$ cat src/rtl/kaf_pkg.sv
// ----------------------------------------------------------------------------
// kaf_pkg: shared types and constants of the angle kalman filter
// fixed point format, register map, sequencer states and unit opcodes
// ----------------------------------------------------------------------------
`default_nettype none

package kaf_pkg;

  localparam int DataWidthDef = 48;
  localparam int FracBitsDef  = 32;

  // register indexes on the configuration port
  localparam logic [1:0] RegQAngle = 2'd0;
  localparam logic [1:0] RegQBias  = 2'd1;
  localparam logic [1:0] RegRMeas  = 2'd2;

  typedef enum logic [1:0] {
    OP_ADD,
    OP_SUB,
    OP_MUL,
    OP_DIV
  } alu_op_e;

  typedef enum logic [5:0] {
    ST_IDLE,
    ST_RATE,      // rate = w - bias
    ST_MDR,       // m = dt*rate
    ST_ANG1,      // ang += m
    ST_T1,        // t = dt*p11
    ST_T2,        // t -= p01
    ST_T3,        // t -= p10
    ST_T4,        // t += q_angle
    ST_T5,        // m = dt*t
    ST_P00A,      // p00 += m
    ST_D,         // d = dt*p11
    ST_P01A,      // p01 -= d
    ST_P10A,      // p10 -= d
    ST_QB,        // m = q_bias*dt
    ST_P11A,      // p11 += m
    ST_S,         // s = p00 + r
    ST_K0,        // k0 = p00/s
    ST_K1,        // k1 = p10/s
    ST_GAP,       // gap = z - ang
    ST_M1,        // m = k0*gap
    ST_ANG2,
    ST_M2,        // m = k1*gap
    ST_BIAS,
    ST_M3,        // m = k0*p00
    ST_M4,        // t = k0*p01
    ST_M5,        // gap = k1*p00
    ST_M6,        // k0 = k1*p01
    ST_P00B,
    ST_P01B,
    ST_P10B,
    ST_P11B,
    ST_OUT
  } seq_state_e;

endpackage

`default_nettype wire

$ cat src/rtl/kaf_alu.sv
// ----------------------------------------------------------------------------
// kaf_alu: shared saturating arithmetic unit
// add and subtract without leaving idle, multiply over four partial products,
// divide one quotient bit per cycle
// ----------------------------------------------------------------------------
`default_nettype none

module kaf_alu
  import kaf_pkg::*;
#(
  parameter int DataWidth = DataWidthDef,
  parameter int FracBits  = FracBitsDef
) (
  input  wire logic                        clk_i,
  input  wire logic                        rst_ni,
  input  wire logic                        start_i,
  input  wire alu_op_e                     op_i,
  input  wire logic signed [DataWidth-1:0] a_i,
  input  wire logic signed [DataWidth-1:0] b_i,
  output logic                             done_o,
  output logic signed [DataWidth-1:0]      res_o,
  output logic                             sat_o
);

  localparam int HalfW = (DataWidth + 1) / 2;
  localparam int ProdW = 2 * DataWidth;
  localparam int QuoW  = DataWidth + FracBits;
  localparam int CntW  = $clog2(QuoW + 1);

  localparam logic signed [DataWidth-1:0] VMax = {1'b0, {(DataWidth-1){1'b1}}};
  localparam logic signed [DataWidth-1:0] VMin = {1'b1, {(DataWidth-1){1'b0}}};

  typedef enum logic [1:0] {
    AU_IDLE,
    AU_MUL,
    AU_DIV,
    AU_FIN
  } alu_state_e;

  alu_state_e state_q, state_d;
  logic [1:0]            pp_q, pp_d;
  logic [CntW-1:0]       cnt_q, cnt_d;
  logic                  neg_q, neg_d;
  logic [DataWidth-1:0]  x_q, x_d, y_q, y_d;
  logic [ProdW-1:0]      acc_q, acc_d;
  logic [QuoW-1:0]       num_q, num_d;
  logic [QuoW-1:0]       quo_q, quo_d;
  logic [DataWidth:0]    rem_q, rem_d;
  logic                  done_q, done_d;
  logic signed [DataWidth-1:0] res_q, res_d;
  logic                  sat_q, sat_d;

  logic [DataWidth-1:0]  mag_a, mag_b;
  logic signed [DataWidth:0] sum_w;
  logic [HalfW-1:0]      xs, ys;
  logic [2*HalfW-1:0]    pp;
  logic [ProdW-1:0]      pp_sh;
  logic [DataWidth:0]    rem_sh;
  logic [ProdW-1:0]      pq;
  logic                  inexact;
  logic [ProdW-1:0]      mag_fin;

  assign mag_a = a_i[DataWidth-1] ? DataWidth'(-a_i) : a_i;
  assign mag_b = b_i[DataWidth-1] ? DataWidth'(-b_i) : b_i;

  assign xs = pp_q[0] ? HalfW'(x_q >> HalfW) : HalfW'(x_q);
  assign ys = pp_q[1] ? HalfW'(y_q >> HalfW) : HalfW'(y_q);
  assign pp = xs * ys;
  assign pp_sh = ProdW'(pp) << (HalfW * (int'(pp_q[0]) + int'(pp_q[1])));

  assign rem_sh = {rem_q[DataWidth-1:0], num_q[QuoW-1]};

  // product magnitude scaled down, floor for negatives
  assign pq = acc_q >> FracBits;
  assign inexact = |(acc_q & ((ProdW'(1) << FracBits) - ProdW'(1)));

  always_comb begin
    if (state_q == AU_FIN && cnt_q == '0) begin
      mag_fin = pq + ProdW'(neg_q && inexact);
    end else begin
      mag_fin = ProdW'(quo_q);
    end
  end

  always_comb begin
    state_d = state_q;
    pp_d = pp_q;
    cnt_d = cnt_q;
    neg_d = neg_q;
    x_d = x_q;
    y_d = y_q;
    acc_d = acc_q;
    num_d = num_q;
    quo_d = quo_q;
    rem_d = rem_q;
    done_d = 1'b0;
    res_d = res_q;
    sat_d = sat_q;
    sum_w = '0;
    case (state_q)
      AU_IDLE: begin
        if (start_i) begin
          neg_d = a_i[DataWidth-1] ^ b_i[DataWidth-1];
          x_d = mag_a;
          y_d = mag_b;
          acc_d = '0;
          pp_d = '0;
          case (op_i)
            OP_ADD, OP_SUB: begin
              if (op_i == OP_ADD) begin
                sum_w = {a_i[DataWidth-1], a_i} + {b_i[DataWidth-1], b_i};
              end else begin
                sum_w = {a_i[DataWidth-1], a_i} - {b_i[DataWidth-1], b_i};
              end
              done_d = 1'b1;
              if (sum_w[DataWidth] != sum_w[DataWidth-1]) begin
                sat_d = 1'b1;
                res_d = sum_w[DataWidth] ? VMin : VMax;
              end else begin
                sat_d = 1'b0;
                res_d = sum_w[DataWidth-1:0];
              end
            end
            OP_MUL: begin
              state_d = AU_MUL;
            end
            OP_DIV: begin
              if (mag_b == '0) begin
                done_d = 1'b1;
                res_d = '0;
                sat_d = 1'b0;
              end else begin
                state_d = AU_DIV;
                num_d = QuoW'(mag_a) << FracBits;
                quo_d = '0;
                rem_d = '0;
                cnt_d = CntW'(QuoW);
              end
            end
            default: ;
          endcase
        end
      end
      AU_MUL: begin
        acc_d = acc_q + pp_sh;
        pp_d = pp_q + 2'd1;
        if (pp_q == 2'd3) begin
          state_d = AU_FIN;
          cnt_d = '0;
        end
      end
      AU_DIV: begin
        num_d = num_q << 1;
        if (rem_sh >= {1'b0, y_q}) begin
          rem_d = rem_sh - {1'b0, y_q};
          quo_d = {quo_q[QuoW-2:0], 1'b1};
        end else begin
          rem_d = rem_sh;
          quo_d = {quo_q[QuoW-2:0], 1'b0};
        end
        cnt_d = cnt_q - CntW'(1);
        if (cnt_q == CntW'(1)) begin
          state_d = AU_FIN;
          cnt_d = CntW'(1);
        end
      end
      AU_FIN: begin
        state_d = AU_IDLE;
        done_d = 1'b1;
        if (neg_q) begin
          if (mag_fin > (ProdW'(1) << (DataWidth - 1))) begin
            sat_d = 1'b1;
            res_d = VMin;
          end else begin
            sat_d = 1'b0;
            res_d = DataWidth'(-mag_fin);
          end
        end else begin
          if (mag_fin > ProdW'(VMax)) begin
            sat_d = 1'b1;
            res_d = VMax;
          end else begin
            sat_d = 1'b0;
            res_d = DataWidth'(mag_fin);
          end
        end
      end
      default: state_d = AU_IDLE;
    endcase
  end

  always_ff @(posedge clk_i or negedge rst_ni) begin
    if (!rst_ni) begin
      state_q <= AU_IDLE;
      done_q <= 1'b0;
      pp_q <= '0;
      cnt_q <= '0;
    end else begin
      state_q <= state_d;
      done_q <= done_d;
      pp_q <= pp_d;
      cnt_q <= cnt_d;
    end
  end

  always_ff @(posedge clk_i) begin
    neg_q <= neg_d;
    x_q <= x_d;
    y_q <= y_d;
    acc_q <= acc_d;
    num_q <= num_d;
    quo_q <= quo_d;
    rem_q <= rem_d;
    res_q <= res_d;
    sat_q <= sat_d;
  end

  assign done_o = done_q;
  assign res_o = res_q;
  assign sat_o = sat_q;

endmodule

`default_nettype wire

$ cat src/rtl/kalman_angle_filter.sv
// ----------------------------------------------------------------------------
// kalman_angle_filter: two-state angle and rate-bias kalman filter
// sequencer driving one shared saturating add, multiply and divide unit
// ----------------------------------------------------------------------------
// channel  | handshake            | payload
// input    | in_valid_i/ready_o   | measured_angle, measured_rate, time_step,
//          |                      | force_angle
// output   | out_valid_o/ready_i  | filtered_angle, saturated
// config   | apb write/read       | process_noise_angle/bias, measurement_noise
//
// a filter step runs 30 unit operations in sequence; the divides are the slowest,
// and both are skipped when the innovation variance is zero.
// a forced angle skips the sequence and goes straight to the output register.
// reset clears state and loads the default noise values.
// the input is not ready while a step runs; a finished step holds until the
// output register is free.
// ----------------------------------------------------------------------------
`default_nettype none

module kalman_angle_filter
  import kaf_pkg::*;
#(
  parameter int DataWidth = DataWidthDef,
  parameter int FracBits  = FracBitsDef
) (
  input  wire logic                        clk_i,
  input  wire logic                        rst_ni,
  input  wire logic                        psel,
  input  wire logic                        penable,
  input  wire logic                        pwrite,
  input  wire logic [4:0]                  paddr,
  input  wire logic [63:0]                 pwdata,
  output logic [63:0]                      prdata,
  output logic                             pready,
  input  wire logic                        in_valid_i,
  output logic                             in_ready_o,
  input  wire logic signed [DataWidth-1:0] measured_angle_i,
  input  wire logic signed [DataWidth-1:0] measured_rate_i,
  input  wire logic [DataWidth-2:0]        time_step_i,
  input  wire logic                        force_angle_i,
  output logic                             out_valid_o,
  input  wire logic                        out_ready_i,
  output logic signed [DataWidth-1:0]      filtered_angle_o,
  output logic                             saturated_o
);

  localparam logic [DataWidth-2:0] QAngleRst =
    (DataWidth-1)'(((64'd1 << FracBits) + 64'd500) / 64'd1000);
  localparam logic [DataWidth-2:0] QBiasRst =
    (DataWidth-1)'(((64'd3 << FracBits) + 64'd500) / 64'd1000);
  localparam logic [DataWidth-2:0] RMeasRst =
    (DataWidth-1)'(((64'd3 << FracBits) + 64'd50) / 64'd100);

  typedef logic signed [DataWidth-1:0] val_t;

  logic [DataWidth-2:0] q_angle_q, q_bias_q, r_meas_q;
  val_t ang_q, ang_d, bias_q, bias_d;
  val_t p00_q, p00_d, p01_q, p01_d, p10_q, p10_d, p11_q, p11_d;
  val_t z_q, z_d, w_q, w_d, dt_q, dt_d;
  val_t tmp_q, tmp_d, m_q, m_d, k0_q, k0_d, k1_q, k1_d, gap_q, gap_d;
  logic sat_q, sat_d, busy_q, busy_d, out_valid_q, out_valid_d;
  val_t out_q, out_d;
  logic out_sat_q, out_sat_d;
  seq_state_e state_q, state_d;

  logic    alu_start;
  alu_op_e alu_op;
  val_t    alu_a, alu_b, alu_res;
  logic    alu_done, alu_sat;
  logic [1:0] reg_idx;
  logic    wr_en;

  kaf_alu #(
    .DataWidth(DataWidth),
    .FracBits (FracBits)
  ) u_alu (
    .clk_i  (clk_i),
    .rst_ni (rst_ni),
    .start_i(alu_start),
    .op_i   (alu_op),
    .a_i    (alu_a),
    .b_i    (alu_b),
    .done_o (alu_done),
    .res_o  (alu_res),
    .sat_o  (alu_sat)
  );

  assign pready  = 1'b1;
  assign reg_idx = paddr[4:3];
  assign wr_en   = psel && penable && pwrite;

  always_comb begin
    case (reg_idx)
      RegQAngle: prdata = 64'(q_angle_q);
      RegQBias:  prdata = 64'(q_bias_q);
      RegRMeas:  prdata = 64'(r_meas_q);
      default:   prdata = '0;
    endcase
  end

  always_ff @(posedge clk_i or negedge rst_ni) begin
    if (!rst_ni) begin
      q_angle_q <= QAngleRst;
      q_bias_q <= QBiasRst;
      r_meas_q <= RMeasRst;
    end else if (wr_en) begin
      case (reg_idx)
        RegQAngle: q_angle_q <= pwdata[DataWidth-2:0];
        RegQBias:  q_bias_q <= pwdata[DataWidth-2:0];
        RegRMeas:  r_meas_q <= pwdata[DataWidth-2:0];
        default: ;
      endcase
    end
  end

  assign in_ready_o = (state_q == ST_IDLE);
  assign out_valid_o = out_valid_q;
  assign filtered_angle_o = out_q;
  assign saturated_o = out_sat_q;

  always_comb begin
    state_d = state_q;
    ang_d = ang_q; bias_d = bias_q;
    p00_d = p00_q; p01_d = p01_q; p10_d = p10_q; p11_d = p11_q;
    z_d = z_q; w_d = w_q; dt_d = dt_q;
    tmp_d = tmp_q; m_d = m_q; k0_d = k0_q; k1_d = k1_q; gap_d = gap_q;
    sat_d = sat_q;
    busy_d = busy_q;
    out_valid_d = out_valid_q;
    out_d = out_q;
    out_sat_d = out_sat_q;
    alu_start = 1'b0;
    alu_op = OP_ADD;
    alu_a = '0;
    alu_b = '0;

    if (out_valid_q && out_ready_i) begin
      out_valid_d = 1'b0;
    end

    // operand select per step
    case (state_q)
      ST_RATE: begin alu_op = OP_SUB; alu_a = w_q;   alu_b = bias_q; end
      ST_MDR:  begin alu_op = OP_MUL; alu_a = dt_q;  alu_b = tmp_q;  end
      ST_ANG1: begin alu_op = OP_ADD; alu_a = ang_q; alu_b = m_q;    end
      ST_T1:   begin alu_op = OP_MUL; alu_a = dt_q;  alu_b = p11_q;  end
      ST_T2:   begin alu_op = OP_SUB; alu_a = tmp_q; alu_b = p01_q;  end
      ST_T3:   begin alu_op = OP_SUB; alu_a = tmp_q; alu_b = p10_q;  end
      ST_T4:   begin alu_op = OP_ADD; alu_a = tmp_q; alu_b = val_t'({1'b0, q_angle_q}); end
      ST_T5:   begin alu_op = OP_MUL; alu_a = dt_q;  alu_b = tmp_q;  end
      ST_P00A: begin alu_op = OP_ADD; alu_a = p00_q; alu_b = m_q;    end
      ST_D:    begin alu_op = OP_MUL; alu_a = dt_q;  alu_b = p11_q;  end
      ST_P01A: begin alu_op = OP_SUB; alu_a = p01_q; alu_b = tmp_q;  end
      ST_P10A: begin alu_op = OP_SUB; alu_a = p10_q; alu_b = tmp_q;  end
      ST_QB:   begin alu_op = OP_MUL; alu_a = val_t'({1'b0, q_bias_q}); alu_b = dt_q; end
      ST_P11A: begin alu_op = OP_ADD; alu_a = p11_q; alu_b = m_q;    end
      ST_S:    begin alu_op = OP_ADD; alu_a = p00_q; alu_b = val_t'({1'b0, r_meas_q}); end
      ST_K0:   begin alu_op = OP_DIV; alu_a = p00_q; alu_b = tmp_q;  end
      ST_K1:   begin alu_op = OP_DIV; alu_a = p10_q; alu_b = tmp_q;  end
      ST_GAP:  begin alu_op = OP_SUB; alu_a = z_q;   alu_b = ang_q;  end
      ST_M1:   begin alu_op = OP_MUL; alu_a = k0_q;  alu_b = gap_q;  end
      ST_ANG2: begin alu_op = OP_ADD; alu_a = ang_q; alu_b = m_q;    end
      ST_M2:   begin alu_op = OP_MUL; alu_a = k1_q;  alu_b = gap_q;  end
      ST_BIAS: begin alu_op = OP_ADD; alu_a = bias_q; alu_b = m_q;   end
      ST_M3:   begin alu_op = OP_MUL; alu_a = k0_q;  alu_b = p00_q;  end
      ST_M4:   begin alu_op = OP_MUL; alu_a = k0_q;  alu_b = p01_q;  end
      ST_M5:   begin alu_op = OP_MUL; alu_a = k1_q;  alu_b = p00_q;  end
      ST_M6:   begin alu_op = OP_MUL; alu_a = k1_q;  alu_b = p01_q;  end
      ST_P00B: begin alu_op = OP_SUB; alu_a = p00_q; alu_b = m_q;    end
      ST_P01B: begin alu_op = OP_SUB; alu_a = p01_q; alu_b = tmp_q;  end
      ST_P10B: begin alu_op = OP_SUB; alu_a = p10_q; alu_b = gap_q;  end
      ST_P11B: begin alu_op = OP_SUB; alu_a = p11_q; alu_b = k0_q;   end
      default: ;
    endcase

    case (state_q)
      ST_IDLE: begin
        if (in_valid_i && in_ready_o) begin
          z_d = measured_angle_i;
          w_d = measured_rate_i;
          dt_d = val_t'({1'b0, time_step_i});
          sat_d = 1'b0;
          if (force_angle_i) begin
            ang_d = measured_angle_i;
            state_d = ST_OUT;
          end else begin
            state_d = ST_RATE;
            busy_d = 1'b0;
          end
        end
      end
      ST_OUT: begin
        // hold until the output register is free
        if (!out_valid_q || out_ready_i) begin
          out_valid_d = 1'b1;
          out_d = ang_q;
          out_sat_d = sat_q;
          state_d = ST_IDLE;
        end
      end
      default: begin
        // issue once, then wait for the unit
        if (!busy_q) begin
          alu_start = 1'b1;
          busy_d = 1'b1;
        end else if (alu_done) begin
          busy_d = 1'b0;
          sat_d = sat_q | alu_sat;
          state_d = seq_state_e'(state_q + 6'd1);
          case (state_q)
            ST_RATE, ST_T1, ST_T2, ST_T3, ST_T4, ST_D, ST_S, ST_M4: tmp_d = alu_res;
            ST_MDR, ST_T5, ST_QB, ST_M1, ST_M2, ST_M3: m_d = alu_res;
            ST_ANG1, ST_ANG2: ang_d = alu_res;
            ST_P00A, ST_P00B: p00_d = alu_res;
            ST_P01A, ST_P01B: p01_d = alu_res;
            ST_P10A, ST_P10B: p10_d = alu_res;
            ST_P11A, ST_P11B: p11_d = alu_res;
            ST_K0, ST_M6: k0_d = alu_res;
            ST_K1: k1_d = alu_res;
            ST_GAP, ST_M5: gap_d = alu_res;
            ST_BIAS: bias_d = alu_res;
            default: ;
          endcase
          if (state_q == ST_S && alu_res == '0) begin
            // zero innovation variance: gains are zero
            k0_d = '0;
            k1_d = '0;
            state_d = ST_GAP;
          end
          if (state_q == ST_P11B) begin
            state_d = ST_OUT;
          end
        end
      end
    endcase
  end

  always_ff @(posedge clk_i or negedge rst_ni) begin
    if (!rst_ni) begin
      state_q <= ST_IDLE;
      busy_q <= 1'b0;
      out_valid_q <= 1'b0;
      ang_q <= '0;
      bias_q <= '0;
      p00_q <= '0;
      p01_q <= '0;
      p10_q <= '0;
      p11_q <= '0;
      sat_q <= 1'b0;
    end else begin
      state_q <= state_d;
      busy_q <= busy_d;
      out_valid_q <= out_valid_d;
      ang_q <= ang_d;
      bias_q <= bias_d;
      p00_q <= p00_d;
      p01_q <= p01_d;
      p10_q <= p10_d;
      p11_q <= p11_d;
      sat_q <= sat_d;
    end
  end

  always_ff @(posedge clk_i) begin
    z_q <= z_d;
    w_q <= w_d;
    dt_q <= dt_d;
    tmp_q <= tmp_d;
    m_q <= m_d;
    k0_q <= k0_d;
    k1_q <= k1_d;
    gap_q <= gap_d;
    out_q <= out_d;
    out_sat_q <= out_sat_d;
  end

endmodule

`default_nettype wire

$ cat config.mk
export PLATFORM = sky130hd
export DESIGN_NAME = kalman_angle_filter
export DESIGN_NICKNAME = d
export VERILOG_FILES = /design/src/rtl/kaf_pkg.sv /design/src/rtl/kaf_alu.sv /design/src/rtl/kalman_angle_filter.sv
export SDC_FILE = /design/constraint.sdc
export NUM_CORES = 2
export LEC_CHECK = 0
export BUFFER_PORTS_ARGS = -buffer_cell sky130_fd_sc_hd__buf_2
export CAP_MARGIN = 40
export CORE_MARGIN = 2
export CORE_UTILIZATION = 55
export DETAILED_ROUTE_END_ITERATION = 10
export PLACE_DENSITY = 0.72
export SLEW_MARGIN = 20
export SYNTH_ARGS = -nofsm -noshare
export SYNTH_HDL_FRONTEND = slang
export SYNTH_SLANG_ARGS = --single-unit
$ cat constraint.sdc
create_clock -name clk_i -period 42.4 [get_ports clk_i]
set_input_delay 8.48 -clock clk_i [delete_from_list [all_inputs] [get_ports clk_i]]
set_output_delay 8.48 -clock clk_i [all_outputs]
set_load 0.02 [all_outputs]
## After elaboration in Yosys (flattened, before gate mapping)

Index checks and enable logic that the tools add are counted.

| storage, ports and cells | value |
|---|---|
| register bits | 1,332 |
| output and inout port bits | 116 |
| word-level logic and storage cells | 286 |

| operators by class | value |
|---|---|
| add/sub/neg operators | 12 |
| multiply operators | 2 |
| magnitude comparators | 3 |
| equality and inequality tests | 55 |
| shift operators | 1 |
| multiplexer cells | 94 |
| bitwise logic cells | 4 |
| reductions and logical operators | 79 |

Operators with widths:

| cell | count |
|---|---|
| $pmux W48 S13 | 2 |
| $mux W48 | 20 |
| $mux W80 | 7 |
| $pmux W48 S2 | 4 |
| $pmux W80 S2 | 2 |
| $mux W49 | 4 |
| $pmux W96 S2 | 1 |
| $neg A48 Y48 | 3 |
| $pmux W47 S3 | 1 |
| $add A96 B96 Y96 | 1 |
| $eq A6 B5 Y1 const B | 16 |
| $logic_not A48 Y1 | 2 |
| $mux W96 | 1 |
| $shl A48 B32 Y96 | 1 |
| $gt A80 B47 Y1 const B | 1 |
| $gt A80 B48 Y1 const B | 1 |
| $add A64 B1 Y65 | 1 |
| $reduce_and A4 Y1 | 14 |
| $add A48 B48 Y49 | 1 |
| $ge A49 B48 Y1 | 1 |
| $sub A48 B48 Y49 | 1 |
| $eq A6 B4 Y1 const B | 8 |
| $mul A24 B24 Y48 | 1 |
| $mux W24 | 2 |
| 52 further kinds | 154 |

## Longest topological paths before layout

| depth | value |
|---|---|
| word-level depth | 13 |
| depth in mapped cells | 53 |
| depth with buffers taken out | 49 |

## Cells and area by module

From an unflattened synthesis, not the netlist that was laid out.

| unflattened totals | value |
|---|---|
| cell total of the unflattened synthesis | 9,256 |
| area, all modules | 94,097.7 sq um |

Modules (own cells, without submodules):

| module | instances | cells an instance | area an instance (sq um) | sequential area each (sq um) |
|---|---|---|---|---|
| kaf_alu | 1 | 6,491 | 55,473.2 | 12,852.3 |
| kalman_angle_filter | 1 | 2,765 | 38,624.5 | 23,980.5 |

## Least setup slack after synthesis

Ideal clock, no wire load.

| timing | value |
|---|---|
| kind | input to output |
| start point | in paddr[3] |
| end point | out prdata[16] |
| arrival | 10.183 ns |
| required time | 33.920 ns |
| path slack | 23.737 ns |
| stages | 5 |
| buffers on the path | 3 |
| path through | clkbuf_1 clkbuf_1 buf_1 mux2i_1 o21ai_0 |

| between the ends | value |
|---|---|
| longest elaborated chain between the ends | 2 |

Ends and longest elaborated chain:

| item | RTL line | RTL |
|---|---|---|
| start: declaration | kalman_angle_filter.sv:31 | `input wire logic [4:0] paddr,` |
| $eq A2 B2 Y1 (tied with other cells) | kalman_angle_filter.sv:93 | `case (reg_idx)` |
| $pmux W47 S3 (*) | kalman_angle_filter.sv:93 |  |
| end: declaration | kalman_angle_filter.sv:33 | `output logic [63:0] prdata,` |

Every way passes the cells marked *; elsewhere a longest branch is shown, timed or not.

## Worst setup path after layout

| timing | value |
|---|---|
| start point | in paddr[4] |
| end point | out prdata[46] |

The elaborated chain is that of the path after synthesis.

==> run_results.csv <==
group,metric,value,unit
layout,top_register,"u_alu.acc_q",
timing,setup_viol,0,
clocking,postCtsResizedCells,0,
clocking,cts.path.max_buffers,3,
setup_path,rr_worst_depth,44,
clocking,cts_tree,"built",
routing,wl,345000,um
clocking,cts.sinks,1300,
setup_path,required,33.92,ns
floorplanning,die_h,416,um
synthesis,ys_ff_latch,1300,
timing,max_freq,50.6,MHz
layout,largest_register_ffs,96,
clocking,path_clk_slew,0.06,ns
run_status,outcome,"finished, final reports clean",
placement,io_buffer_count,297,
global_routing,grt_pass1_vias,77800,
setup_path,crit_arrival,11.29,ns
timing,maxSlewHeadroom,32.2,%
routing,via_per_inst,6.68,
setup_path,reg2reg_from,"u_alu.pp_q[1]$_DFFE_PN0P_",
layout,layout.cells.most_common_list,"nand2_1, edfxtp_1, nor2_1",
setup_path,end_kind,"output pin",
setup_path,r2r_setup_slack,27.21,ns
clocking,htreeDepth,4,
timing,period_needed,19.77,ns
routing,vias,78400,
synthesis,synth_edf_count,850,
layout,nFillCells,13800,
timing,slew_violations,0,
synthesis,syn_area,0.0936,mm2
layout,drive_above_1_share,14.9,%
layout,multi_input_area,0.0522,mm2
setup_path,worstSetupStartpointType,"input pin",
routing,first_pass_iters,10,
setup_path,critical_path_class,"in2out",
routing,drc_errors,0,
layout,largestRegisters,"u_alu.acc_q: 96 flops, u_alu.quo_q: 80 flops",
floorplanning,rows,151,
routing,drt-initial-drc-count,10200,
worst_hold_path,hp-class,"reg2reg",
timing,finalClockSkew,0.0902,ns
synthesis,synthArstFlopShare,34.6,%
layout,seq_area,0.0368,mm2
clocking,cts_hold_buffers,0,
timing,finalHoldWorstSlack,0.449,ns
synthesis,ys_seq_area_share,39.4,%
job,maxCapViolCount,0,
setup_path,crit_start,"paddr[4]",
placement,hpwlAfterDp,248000,um
setup_path,worstPathMaxFanout,51,
timing,final_hold_viol_count,0,
floorplanning,io_pins,336,
global_routing,overflow,0,
layout,nNetsFinal,10500,
floorplanning,floorplan.initialDensity,55.3,%
timing,tightestPinTransition,1.02,ns
synthesis,ys_types,115,
clocking,cts_root_buffer,"clkbuf_16",
global_routing,antenna_found_initial,14,
floorplanning,dieWidth,416,um
global_routing,grt_max_degree,113,
placement,gp_congestion,1.02,
synthesis,synth-main-ff-cell,"edfxtp_1",
clocking,numCtsBuffers,143,
setup_path,r2r_end,"u_alu.acc_q[90]$_SDFFCE_PN0P_",
synthesis,yosys_warnings,0,
routing,postRouteAntennaNets,0,
clocking,clkLatencyLatePin,0.85,ns
synthesis,syn_inst,9273,
global_routing,grt_first_pass_wirelength,504000,um
floorplanning,dieArea,0.173,mm2
global_routing,grt.total_usage,39.1,%
setup_path,endpoint,"prdata[46]",
routing,wl_per_cell,29.4,um
timing,period_share,46.6,%
clocking,post-cts-setup-buffer-count,0,
layout,area_growth_syn_to_layout,10.1,%
layout,final_common_cell,"nand2_1",
synthesis,synth_area_per_cell,10.1,um2
floorplanning,fp.coreArea,0.169,mm2
timing,finalSetupTns,0,ns
timing,grt_setup_unrepaired,"false",
[critical path: stages]
cell     delay [ns]
buf_2          0.08
buf_4          0.63
nor2b_4        0.73
buf_4          0.58
nand2_1        0.10
o21ai_0        0.26
buf_2          0.31
[routing by layer]
layer / wire [um] / GRT usage [%] / part of all wire, %
met1: 127000 / 49.2 / 37
met2: 153000 / 60.6 / 44
met3: 37900 / 9.39 / 11
met4: 27400 / 25.4 / 7.9
met5: 112 / 0 / 0.032
[kinds of logic (layout without fill, tap and decap cells)]
family | Yosys count | in the layout | share of synthesized area [%]
other | 2 | 25 | 0.00803
xor gates and xnor gates | 410 | 410 | 3.84
buffers and inverters | 1301 | 1525 | 5.44
AOI/OAI and AO/OA | 1963 | 1963 | 14.5
DFF | 1300 | 1300 | 39.4
muxes | 621 | 621 | 7.25
adders and majority gates | 872 | 872 | 15.5
and+or+nand+nor | 2804 | 2804 | 14.1
[layout make-up]
cell class | count | area share (%)
Antenna cell | 7 | 0.0170
Clock buffer | 174 | 3.65
Clock inverter | 90 | 0.958
Inverter | 728 | 2.66
Multi-Input combinational cell | 6688 | 50.7
Sequential cell | 1300 | 35.8
Tap cell | 2218 | 2.69
Timing Repair Buffer | 533 | 3.61
[worst min-delay path by stage]
stage | end | slack (ns) | startpoint | cells after the start
final | saturated_o$_DFFE_PP_ | 0.45 | sat_q$_DFFE_PN0P_ | 0
after global routing | saturated_o$_DFFE_PP_ | 0.46 | sat_q$_DFFE_PN0P_ | 0
after CTS | saturated_o$_DFFE_PP_ | 0.45 | sat_q$_DFFE_PN0P_ | 0
after detailed placement | saturated_o$_DFFE_PP_ | 0.43 | sat_q$_DFFE_PN0P_ | 0
after global placement | saturated_o$_DFFE_PP_ | 0.44 | sat_q$_DFFE_PN0P_ | 0
after floorplan | saturated_o$_DFFE_PP_ | 0.42 | sat_q$_DFFE_PN0P_ | 0
[through the flow]
step	std cells	instance area [um2]	util, %	setup WS [ns]
after global placement	11400	97300	57.6	22.80
after floorplan	9289	93600	-	23.74
after detailed placement	11500	98000	58.0	22.78
after CTS	11700	103000	60.8	22.79
after global routing	11700	103000	60.9	22.70
final	11700	103000	60.9	22.63
[cell usage after synthesis, types with 110 or more instances]
library cell | instances | area share [%]
a21o_1 | 130 | 1.0
a21oi_1 | 402 | 2.2
a22o_1 | 110 | 1.0
a22oi_1 | 218 | 1.7
and2_1 | 138 | 0.92
clkbuf_1 | 447 | 1.8
dfrtp_1 | 412 | 11
edfxtp_1 | 850 | 27
fa_1 | 485 | 10
ha_1 | 386 | 5.2
inv_1 | 722 | 2.9
mux2_2 | 447 | 5.4
mux2i_1 | 171 | 1.8
nand2_1 | 935 | 3.8
nand3_1 | 203 | 1.1
nand4_1 | 118 | 0.79
nor2_1 | 829 | 3.3
o21ai_0 | 379 | 2.0
xnor2_1 | 251 | 2.3
xor2_1 | 159 | 1.5
Power is left out: the tool's default activity adds up to more than one toggle a clock period on the data nets, which glitch-free logic cannot reach.
